$ cat config.mk
export PLATFORM = sky130hd
export DESIGN_NAME = rag_deadlock_detector
export DESIGN_NICKNAME = d
export VERILOG_FILES = /design/src/hdl/rag_pkg.sv /design/src/hdl/rag_deadlock_detector.sv /design/src/hdl/rag_cell.sv
export SDC_FILE = /design/constraint.sdc
export NUM_CORES = 2
export LEC_CHECK = 0
export ABC_CLOCK_PERIOD_IN_PS = 11100
export BUFFER_PORTS_ARGS = -buffer_cell sky130_fd_sc_hd__buf_2
export CELL_PAD_IN_SITES_DETAIL_PLACEMENT = 0
export CELL_PAD_IN_SITES_GLOBAL_PLACEMENT = 1
export CORE_ASPECT_RATIO = 0.5
export CORE_MARGIN = 2
export CORE_UTILIZATION = 50
export CTS_BUF_LIST = sky130_fd_sc_hd__clkbuf_2
export DETAILED_ROUTE_END_ITERATION = 10
export PLACE_DENSITY = 0.93
export SLEW_MARGIN = 20
export SYNTH_ARGS = -nofsm -noshare
export SYNTH_HDL_FRONTEND = slang
export SYNTH_HIERARCHICAL = 1
export SYNTH_SLANG_ARGS = --single-unit
$ cat constraint.sdc
create_clock -name clock -period 11.1 [get_ports clock]
set_input_delay 0.555 -clock clock [delete_from_list [all_inputs] [get_ports clock]]
set_output_delay 0.555 -clock clock [all_outputs]
set_load 0.005 [all_outputs]
$ cat src/hdl/rag_pkg.sv
// Shared sizes and cell interface types for the allocation-graph deadlock detector.
package rag_pkg;

   localparam int NUM_PROCS   = 32;
   localparam int NUM_RES     = 32;
   localparam int ID_W        = 5;
   localparam int CNT_W       = 16;
   localparam int PROCS_OUT_W = 32;

   localparam logic [CNT_W-1:0] CNT_MAX = {CNT_W{1'b1}};

   // Broadcast control from the sequencer to every process cell.
   typedef struct packed {
      logic            clear;
      logic            start;
      logic            step;
      logic            wr_req;
      logic            wr_asg;
      logic [ID_W-1:0] res_id;
   } cell_ctl_type;

   // Data handed from one cell to the next along the row.
   typedef struct packed {
      logic [NUM_RES-1:0] res_any;
      logic               changed;
   } cell_chain_type;

endpackage

$ cat src/hdl/rag_deadlock_detector.sv
// Top level: edge intake, sink-peeling sequencer over a row of process cells, result register.
//
// Usage: each req_ beat carries one edge of a resource-allocation graph (req_type 0 is
// a request proc -> res, 1 an assignment res -> proc); req_first_edge starts a new list
// and clears the graph, the edge count and the deadlock latch before the edge is applied.
// Every accepted beat yields exactly one rsp_ beat with the edge index, the deadlock flag,
// the edge that first deadlocked and the mask of deadlocked processes.
// Sequence: when no deadlock is latched the edge is stored at the accepting edge, then
// the peel runs one round per cycle over all cells and resources at once until a round
// drops nothing, then the DONE state loads the result register once it is free.
// An edge that arrives while a deadlock is latched skips the peel and goes to the load.
// One edge at a time: the next edge is accepted only after the previous one has run
// through the peel rounds in the cell row and its result has been loaded.
// req_ready is high whenever the sequencer is idle, even while the previous result still
// waits in the rsp_ register; a stalled receiver holds the result there and the next
// edge's result waits in the sequencer until the register frees.
// Reset (synchronous, active high) clears the graph, the count, the latch and the result
// valid; no clearing pass is needed.
module rag_deadlock_detector (
   input  logic                              clock,
   input  logic                              reset,
   input  logic                              req_valid,
   output logic                              req_ready,
   input  logic                              req_type,
   input  logic [rag_pkg::ID_W-1:0]          req_proc_id,
   input  logic [rag_pkg::ID_W-1:0]          req_res_id,
   input  logic                              req_first_edge,
   output logic                              rsp_valid,
   input  logic                              rsp_ready,
   output logic [rag_pkg::CNT_W-1:0]         rsp_edge_number,
   output logic                              rsp_deadlock,
   output logic [rag_pkg::CNT_W-1:0]         rsp_deadlock_edge,
   output logic [rag_pkg::PROCS_OUT_W-1:0]   rsp_deadlocked_procs
);

   typedef enum logic [1:0] {IDLE, PEEL, DONE} state_type;

   state_type                          state_ff;
   logic [rag_pkg::CNT_W-1:0]          edge_counter_ff;
   logic [rag_pkg::CNT_W-1:0]          this_edge_ff;
   logic                               latched_ff;
   logic [rag_pkg::CNT_W-1:0]          latched_edge_ff;
   logic [rag_pkg::PROCS_OUT_W-1:0]    latched_procs_ff;
   logic [rag_pkg::NUM_RES-1:0]        res_alive_ff;
   logic                               rsp_valid_ff;
   logic [rag_pkg::CNT_W-1:0]          rsp_edge_number_ff;
   logic                               rsp_deadlock_ff;
   logic [rag_pkg::CNT_W-1:0]          rsp_deadlock_edge_ff;
   logic [rag_pkg::PROCS_OUT_W-1:0]    rsp_deadlocked_procs_ff;

   logic                               accept;
   logic                               latched_eff;
   logic                               in_range;
   logic [rag_pkg::CNT_W-1:0]          this_edge_in;
   logic [rag_pkg::CNT_W-1:0]          edge_counter_in;
   logic [rag_pkg::NUM_RES-1:0]        res_next;
   logic                               round_changed;
   logic                               slot_free;
   logic                               rsp_load;
   rag_pkg::cell_ctl_type              ctl;
   rag_pkg::cell_chain_type            chain [rag_pkg::NUM_PROCS+1];
   logic [rag_pkg::NUM_PROCS-1:0]      proc_alive;
   logic [rag_pkg::NUM_PROCS-1:0]      proc_sel;

   assign req_ready   = (state_ff == IDLE);
   assign accept      = req_valid & req_ready;
   assign latched_eff = latched_ff & ~req_first_edge;
   assign in_range    = (int'(req_proc_id) < rag_pkg::NUM_PROCS) &&
                        (int'(req_res_id) < rag_pkg::NUM_RES);

   assign this_edge_in    = req_first_edge ? '0 : edge_counter_ff;
   assign edge_counter_in = (this_edge_in == rag_pkg::CNT_MAX) ? this_edge_in
                                                                : this_edge_in + 1'b1;

   always_comb begin
      ctl.clear  = accept & req_first_edge;
      ctl.start  = accept & ~latched_eff;
      ctl.step   = (state_ff == PEEL);
      ctl.wr_req = accept & ~latched_eff & in_range & ~req_type;
      ctl.wr_asg = accept & ~latched_eff & in_range & req_type;
      ctl.res_id = req_res_id;
   end

   assign chain[0] = '0;

   for (genvar i = 0; i < rag_pkg::NUM_PROCS; i++) begin : g_cell
      assign proc_sel[i] = (req_proc_id == rag_pkg::ID_W'(i));
      rag_cell u_cell (
         .clock     (clock),
         .reset     (reset),
         .ctl       (ctl),
         .sel       (proc_sel[i]),
         .res_alive (res_alive_ff),
         .chain_in  (chain[i]),
         .chain_out (chain[i+1]),
         .alive     (proc_alive[i])
      );
   end

   // A resource stays only while some live process still holds it.
   assign res_next      = res_alive_ff & chain[rag_pkg::NUM_PROCS].res_any;
   assign round_changed = chain[rag_pkg::NUM_PROCS].changed | (res_next != res_alive_ff);
   assign slot_free     = ~rsp_valid_ff | rsp_ready;
   assign rsp_load      = (state_ff == DONE) & slot_free;

   always_ff @(posedge clock) begin
      if (reset) begin
         state_ff        <= IDLE;
         edge_counter_ff <= '0;
         latched_ff      <= 1'b0;
         latched_edge_ff <= '0;
         latched_procs_ff <= '0;
         rsp_valid_ff    <= 1'b0;
      end else begin
         if (rsp_load) begin
            rsp_valid_ff <= 1'b1;
         end else if (rsp_valid_ff && rsp_ready) begin
            rsp_valid_ff <= 1'b0;
         end
         case (state_ff)
            IDLE: begin
               if (accept) begin
                  this_edge_ff    <= this_edge_in;
                  edge_counter_ff <= edge_counter_in;
                  if (req_first_edge) begin
                     latched_ff       <= 1'b0;
                     latched_edge_ff  <= '0;
                     latched_procs_ff <= '0;
                  end
                  res_alive_ff <= '1;
                  state_ff     <= latched_eff ? DONE : PEEL;
               end
            end
            PEEL: begin
               res_alive_ff <= res_next;
               if (!round_changed) begin
                  if (|proc_alive) begin
                     latched_ff       <= 1'b1;
                     latched_edge_ff  <= this_edge_ff;
                     latched_procs_ff <= rag_pkg::PROCS_OUT_W'(proc_alive);
                  end
                  state_ff <= DONE;
               end
            end
            DONE: begin
               // Hold the result until the output register is free.
               if (slot_free) begin
                  rsp_edge_number_ff      <= this_edge_ff;
                  rsp_deadlock_ff         <= latched_ff;
                  rsp_deadlock_edge_ff    <= latched_ff ? latched_edge_ff : '0;
                  rsp_deadlocked_procs_ff <= latched_ff ? latched_procs_ff : '0;
                  state_ff                <= IDLE;
               end
            end
            default: begin
               state_ff <= IDLE;
            end
         endcase
      end
   end

   assign rsp_valid            = rsp_valid_ff;
   assign rsp_edge_number      = rsp_edge_number_ff;
   assign rsp_deadlock         = rsp_deadlock_ff;
   assign rsp_deadlock_edge    = rsp_deadlock_edge_ff;
   assign rsp_deadlocked_procs = rsp_deadlocked_procs_ff;

endmodule

$ cat src/hdl/rag_cell.sv
// One process cell: its request row, its assignment column and its alive flag.
module rag_cell (
   input  logic                      clock,
   input  logic                      reset,
   input  rag_pkg::cell_ctl_type     ctl,
   input  logic                      sel,
   input  logic [rag_pkg::NUM_RES-1:0] res_alive,
   input  rag_pkg::cell_chain_type   chain_in,
   output rag_pkg::cell_chain_type   chain_out,
   output logic                      alive
);

   logic [rag_pkg::NUM_RES-1:0] req_row_ff, req_row_in;
   logic [rag_pkg::NUM_RES-1:0] asg_col_ff, asg_col_in;
   logic                        alive_ff, alive_in;
   logic                        alive_next;

   // A process survives a round only while it still waits on a live resource.
   assign alive_next = alive_ff & (|(req_row_ff & res_alive));

   always_comb begin
      req_row_in = ctl.clear ? '0 : req_row_ff;
      asg_col_in = ctl.clear ? '0 : asg_col_ff;
      if (sel && ctl.wr_req) begin
         req_row_in[ctl.res_id] = 1'b1;
      end
      if (sel && ctl.wr_asg) begin
         asg_col_in[ctl.res_id] = 1'b1;
      end
      if (ctl.start) begin
         alive_in = 1'b1;
      end else if (ctl.step) begin
         alive_in = alive_next;
      end else begin
         alive_in = alive_ff;
      end
   end

   always_ff @(posedge clock) begin
      if (reset) begin
         req_row_ff <= '0;
         asg_col_ff <= '0;
         alive_ff   <= 1'b0;
      end else begin
         req_row_ff <= req_row_in;
         asg_col_ff <= asg_col_in;
         alive_ff   <= alive_in;
      end
   end

   // Pass on which resources a live process still holds, and whether this cell dropped.
   assign chain_out.res_any = chain_in.res_any | (alive_ff ? asg_col_ff : '0);
   assign chain_out.changed = chain_in.changed | (alive_ff & ~alive_next);
   assign alive             = alive_ff;

endmodule

### Word level (Yosys, flattened, before mapping)

Cells that the tools add are included.

| word-level totals | value |
|---|---|
| flip-flop bits (word level) | 2,261 |
| bits of input ports | 16 |
| word-level logic and storage cells | 782 |

| cells by class | value |
|---|---|
| reductions and logical operators | 110 |
| add/sub/neg operators | 1 |
| magnitude comparators | 2 |
| equal/unequal tests | 40 |
| bitwise logic cells | 269 |
| muxes and demuxes | 252 |

Operators with widths:

| operator | count |
|---|---|
| 2-to-1 mux 32 bit | 165 |
| bitwise OR 32 bit | 95 |
| bitwise AND 32 bit | 33 |
| OR reduction 32 bit | 33 |
| case mux 32 bit (2 select lines) | 2 |
| 2-to-1 mux 16 bit | 6 |
| == test 5 bit (second input constant) | 16 |
| bitwise AND 1 bit | 71 |
| 2-to-1 mux 1 bit | 71 |
| logical AND 1 bit | 66 |
| == test 5 x 4 -> 1 bit (second input constant) | 8 |
| NOT 1 bit | 37 |
| bitwise OR 1 bit | 33 |
| inequality test 32 bit | 1 |
| case mux 16 bit (2 select lines) | 1 |
| == test 5 x 3 -> 1 bit (second input constant) | 4 |
| adder 16 x 1 -> 16 bit (second input constant) | 1 |
| == test 16 bit (second input constant) | 1 |
| AND reduction 3 bit | 4 |
| == test 5 x 2 -> 1 bit (second input constant) | 2 |
| 2-to-1 mux 2 bit | 4 |
| < comparator 5 x 6 -> 1 bit (second input constant) | 1 |
| inequality test 2 x 1 -> 1 bit (second input constant) | 3 |
| case mux 2 bit (3 select lines) | 1 |
| other kinds (12) | 15 |

### Longest topological paths before layout

| logic depth | value |
|---|---|
| word-level depth | 39 |
| depth in mapped cells | 42 |
| mapped depth without buffers | 38 |

### Hierarchy

The synthesis kept the hierarchy.

By module, submodules not included:

| module | times used | area each (um2) | cells each | seq. area each (um2) |
|---|---|---|---|---|
| rag_cell | 32 | 3,029.2 | 360 | 1,301.2 |
| rag_deadlock_detector | 1 | 8,378.0 | 816 | 4,754.6 |

### Worst setup path after synthesis

OpenSTA, ideal clock, no wires.

| timing path | value |
|---|---|
| path type | reg-to-reg |
| start point | reg res_alive_ff[9] (netlist bit) |
| end point | reg latched_edge_ff[5] (netlist bit) |
| buffers on the path | 3 |
| stages on the path, launching flop included | 42 |
| arrival | 8.474 ns |
| path slack | 2.501 ns |
| period minus slack after synthesis | 8.599 ns |
| required time | 10.975 ns |
| cell sequence | edfxtp_1 -> a22o_1 -> a221oi_1 -> and3_1 -> a41o_1 -> a41o_1 -> a41o_1 -> a41o_1 -> a41o_1 -> a41o_1 -> a41o_1 -> a41o_1 -> a41o_1 -> a41o_1 -> a41o_1 -> a41o_1 -> a41o_1 -> a41o_1 -> [... 6 more ...] -> a41o_1 -> a41o_1 -> a41o_1 -> a41o_1 -> a41o_1 -> a41o_1 -> a41o_1 -> a41o_1 -> a41o_1 -> a41o_1 -> a41o_1 -> a41o_1 -> a2111oi_4 -> and3_1 -> buf_2 -> buf_6 -> buf_8 -> o221ai_2 |

RTL lines:

| element | RTL line | text |
|---|---|---|
| from (decl) | rag_deadlock_detector.sv:44 | `logic [rag_pkg::NUM_RES-1:0] res_alive_ff;` |
| from (signal assigned) | rag_deadlock_detector.sv:135 | `res_alive_ff <= res_next;` |
| to (signal assigned) | rag_deadlock_detector.sv:139 | `latched_edge_ff <= this_edge_ff;` |
| to (decl) | rag_deadlock_detector.sv:42 | `logic [rag_pkg::CNT_W-1:0] latched_edge_ff;` |

==> results.py <==
metrics = {
    "yosys": {
        "synth_top_area_share_pct": 40.8,
        "synth_edf_count": 113,
        "synth-simple-area-share_pct": 29.7,
        "syn_inst": 12300,
        "synthAdderAreaFrac_pct": 0.0119,
        "syn_area_per_cell_um2": 8.54,
        "synthXorXnorAreaFrac_pct": 0.0499,
        "synth_largest_area_cell": "dfxtp_1",
        "synthMuxAreaShare_pct": 0.0297,
        "syn_area_um2": 105000,
        "synth-async-reset-ratio_pct": 0,
        "synth_seq_cells": 2261,
        "synth_ff_type": "dfxtp_1",
        "synth_area_leaders": "dfxtp_1 (41%), nor2b_1 (12%), a21oi_1 (9.8%)",
        "synth.yosys.seq_area_share_pct": 44.1,
        "ys_warn_count": 6,
        "ys_types": 73,
        "synth_top_family_by_area": "simple AND/OR/NAND/NOR gates",
        "synth_compound_area_share_pct": 22.4,
    },
    "critical_path": {
        "cp_slowest_cell": "nand4_4",
        "worstReg2RegEnd": "latched_procs_ff[8]",
        "worst_ep_arrival_time_ps": 11860,
        "r2r-start": "res_alive_ff[24]",
        "rrSetupSlack_ps": 760,
        "critPathKind": "flip-flop to flip-flop",
        "cp.required_ps": 12610,
        "crit_top_cell": "a41o_1",
        "worst_path_largest_cell_delay_ps": 810,
        "critPathMaxFanout": 49,
        "reg2regPathDepth": 36,
        "start_kind": "flip-flop",
        "worstSetupEndpointType": "flip-flop",
    },
    "floorplanning": {
        "dieArea_um2": 215000,
        "io_pins": 83,
        "die_w_um": 653,
        "num_rows": 119,
        "fp.dieH_um": 329,
        "coreArea_um2": 210000,
        "start_util_pct": 50.2,
    },
    "sta": {
        "max_freq_ghz": 0.0967,
        "worst_slack_ps": 756,
        "finalSetupViolCount": 0,
        "hold_violations": 0,
        "period_needed_ps": 10340,
        "maxSlewViolCount": 0,
        "fin_skew_ps": 120,
        "period_share_pct": 93.2,
        "finalSetupTns_ps": 0,
        "tightest_slew_ps": 1130,
        "slew_headroom_pct": 24.7,
        "rsz0062_at_grt": "no",
    },
    "drt": {
        "wire_per_inst_um": 24.6,
        "viasPerCell": 6.09,
        "drtAntennaViolNets": 0,
        "via_count": 94300,
        "drtIter0Drc": 14500,
        "drc": 0,
        "routed_wl_um": 382000,
        "firstDrtPassIters": 7,
    },
    "run": {
        "drv_cap": 0,
    },
    "placed_design": {
        "gp_congestion": 0.975,
        "placed_area_um2": 107000,
        "dp_hpwl_um": 243000,
        "io_buffer_count": 82,
        "post-place-ws_ps": 877,
        "post-place-cells": 14600,
    },
    "worst_hold_path": {
        "hp-start": "req_proc_id[4]",
        "hold_path_class": "primary input to flip-flop",
        "hold_end": "g_cell[6].u_cell/asg_col_ff[26]",
        "whs_path_depth": 7,
    },
    "power": {
        "ir_drop_mv": 0.0683,
        "power_w": 0.0155,
        "p_leak_nw": 48.3,
        "pwr_density_cell_nw_per_um2": 138,
    },
    "finish": {
        "fill_cells": 19400,
        "final_cells": 15500,
        "layout-drive-gt1-share_pct": 11.8,
        "multi_input_area_um2": 55100,
        "nets": 12300,
        "regArea_um2": 46400,
        "area_delta_synth_final_pct": 6.42,
        "fin_area_um2": 112000,
    },
    "clocking": {
        "clkLatencyLatePin_ps": 1690,
        "cts_resized": 0,
        "clock-sinks": 2261,
        "cts_max_level": 6,
        "cts_root_buf": "clkbuf_2",
        "cts_tree": "done",
        "cts-buffers-inserted": 533,
        "path_clk_slew_ps": 120,
        "post-cts-setup-buffers": 0,
        "cts_hold_buf": 23,
        "cts_buffer_depth": 4,
    },
    "grt": {
        "grt_pass1_wl_um": 555000,
        "grt_use_total_pct": 33.9,
        "antenna_found_initial": 17,
        "grt_overflow": 0,
        "grt_max_degree": 230,
        "grt_pass1_vias": 84600,
    },
    "status": {
        "status": "finished, final reports clean",
    },
}
## layout make-up
type | count | share of cell area (%)
Antenna cell | 14 | 0.0313
Multi-Input combinational cell | 9230 | 49.2
Clock buffer | 770 | 3.44
Inverter | 61 | 0.211
Timing Repair Buffer | 242 | 1.73
Clock inverter | 121 | 0.885
Sequential cell | 2261 | 41.4
Tap cell | 2783 | 3.11
## where the power goes
group	internal (W)	switching, W	total [W]
registers	0.00820	0.0000345	0.00823
logic	0.000285	0.00119	0.00148
clock network	0.00227	0.00348	0.00575
## registers in the layout (all words and copies together), names as in the netlist, 16 cells and up
name and count:
g_cell.u_cell/asg_col_ff 1024, g_cell.u_cell/req_row_ff 1024, g_cell.u_cell/alive 32, latched_procs_ff 32, res_alive_ff 32, rsp_deadlocked_procs 32, edge_counter_ff 16, latched_edge_ff 16
rsp_deadlock_edge 16, rsp_edge_number 16, this_edge_ff 16
## kinds of logic after synthesis
kind of cell             after synthesis
AND/OR/NAND/NOR                     5418
buffers and inverters                877
other                                  1
multiplexers                           3
flip-flops                          2261
AO/OA/AOI/OAI                       3769
adder cells (fa/ha/maj)                1
XOR/XNOR                               6
## through the flow
stage,hold slack (ps),util (%)
CTS,2.35,53.4
global placement,453,50.9
floorplan,426,-
global route,154,53.4
detailed placement,468,50.9
finish,179,53.4
## cell usage in the layout (no fill, tap or decap), drive strengths merged, types with 70 or more instances in the layout
cell / netlist / routed
nor2: 2356 / 2356
dfxtp: 2148 / 2148
a21oi: 2057 / 2057
nor2b: 1958 / 1958
a21o: 1026 / 1026
clkbuf: 601 / 770
a22oi: 384 / 384
nand2: 304 / 304
buf: 215 / 220
and2b: 192 / 192
edfxtp: 113 / 113
and3: 102 / 102
nor3: 100 / 100
nor3b: 98 / 98
nand2b: 86 / 86
clkinv: 0 / 86
inv: 61 / 72
nand4: 70 / 70
## how the worst max path moves through the flow
| stage | start | endpoint | slack [ps] | depth (start not counted) |
|---|---|---|---|---|
| after CTS | res_alive_ff[9] | latched_procs_ff[9] | 840 | 37 |
| after floorplan | res_alive_ff[9] | latched_edge_ff[5] | 2500 | 41 |
| after global routing | res_alive_ff[24] | latched_procs_ff[10] | 620 | 36 |
| final | res_alive_ff[24] | latched_procs_ff[8] | 760 | 36 |
| after detailed placement | res_alive_ff[9] | latched_procs_ff[9] | 880 | 37 |
| after global placement | res_alive_ff[9] | latched_procs_ff[12] | 980 | 37 |
## synthesized netlist by cell type, types with 39 or more instances
cell type,n
dfxtp_1,2148
nor2_1,2131
a21oi_1,2057
nor2b_1,1956
a21o_1,1026
clkbuf_1,569
a22oi_1,384
nand2_1,304
and2b_1,192
nor2_4,192
buf_4,131
edfxtp_1,113
and3_1,102
nor3b_4,97
nand2b_1,86
buf_2,78
nand4_1,68
and3b_1,65
a221oi_1,64
a22o_1,64
nor3_4,64
inv_1,59
and2_1,51
o221ai_1,39
## layer usage
layer	global-route usage, %	routed length [um]	vias up
li1	-	-	42300
met1	47.2	155000	45000
met2	48.2	157000	5866
met3	9.85	49900	1061
met4	15.9	18800	18
met5	0	152	-
## worst max-delay path, delay by kind of cell, from the launching register on
family	cells	cell delay [ps]
simple gates	2	1030
flops	1	410
compound gates	32	7740
buf+inv	2	980
Note: power is estimated with default switching activity, not from simulation.
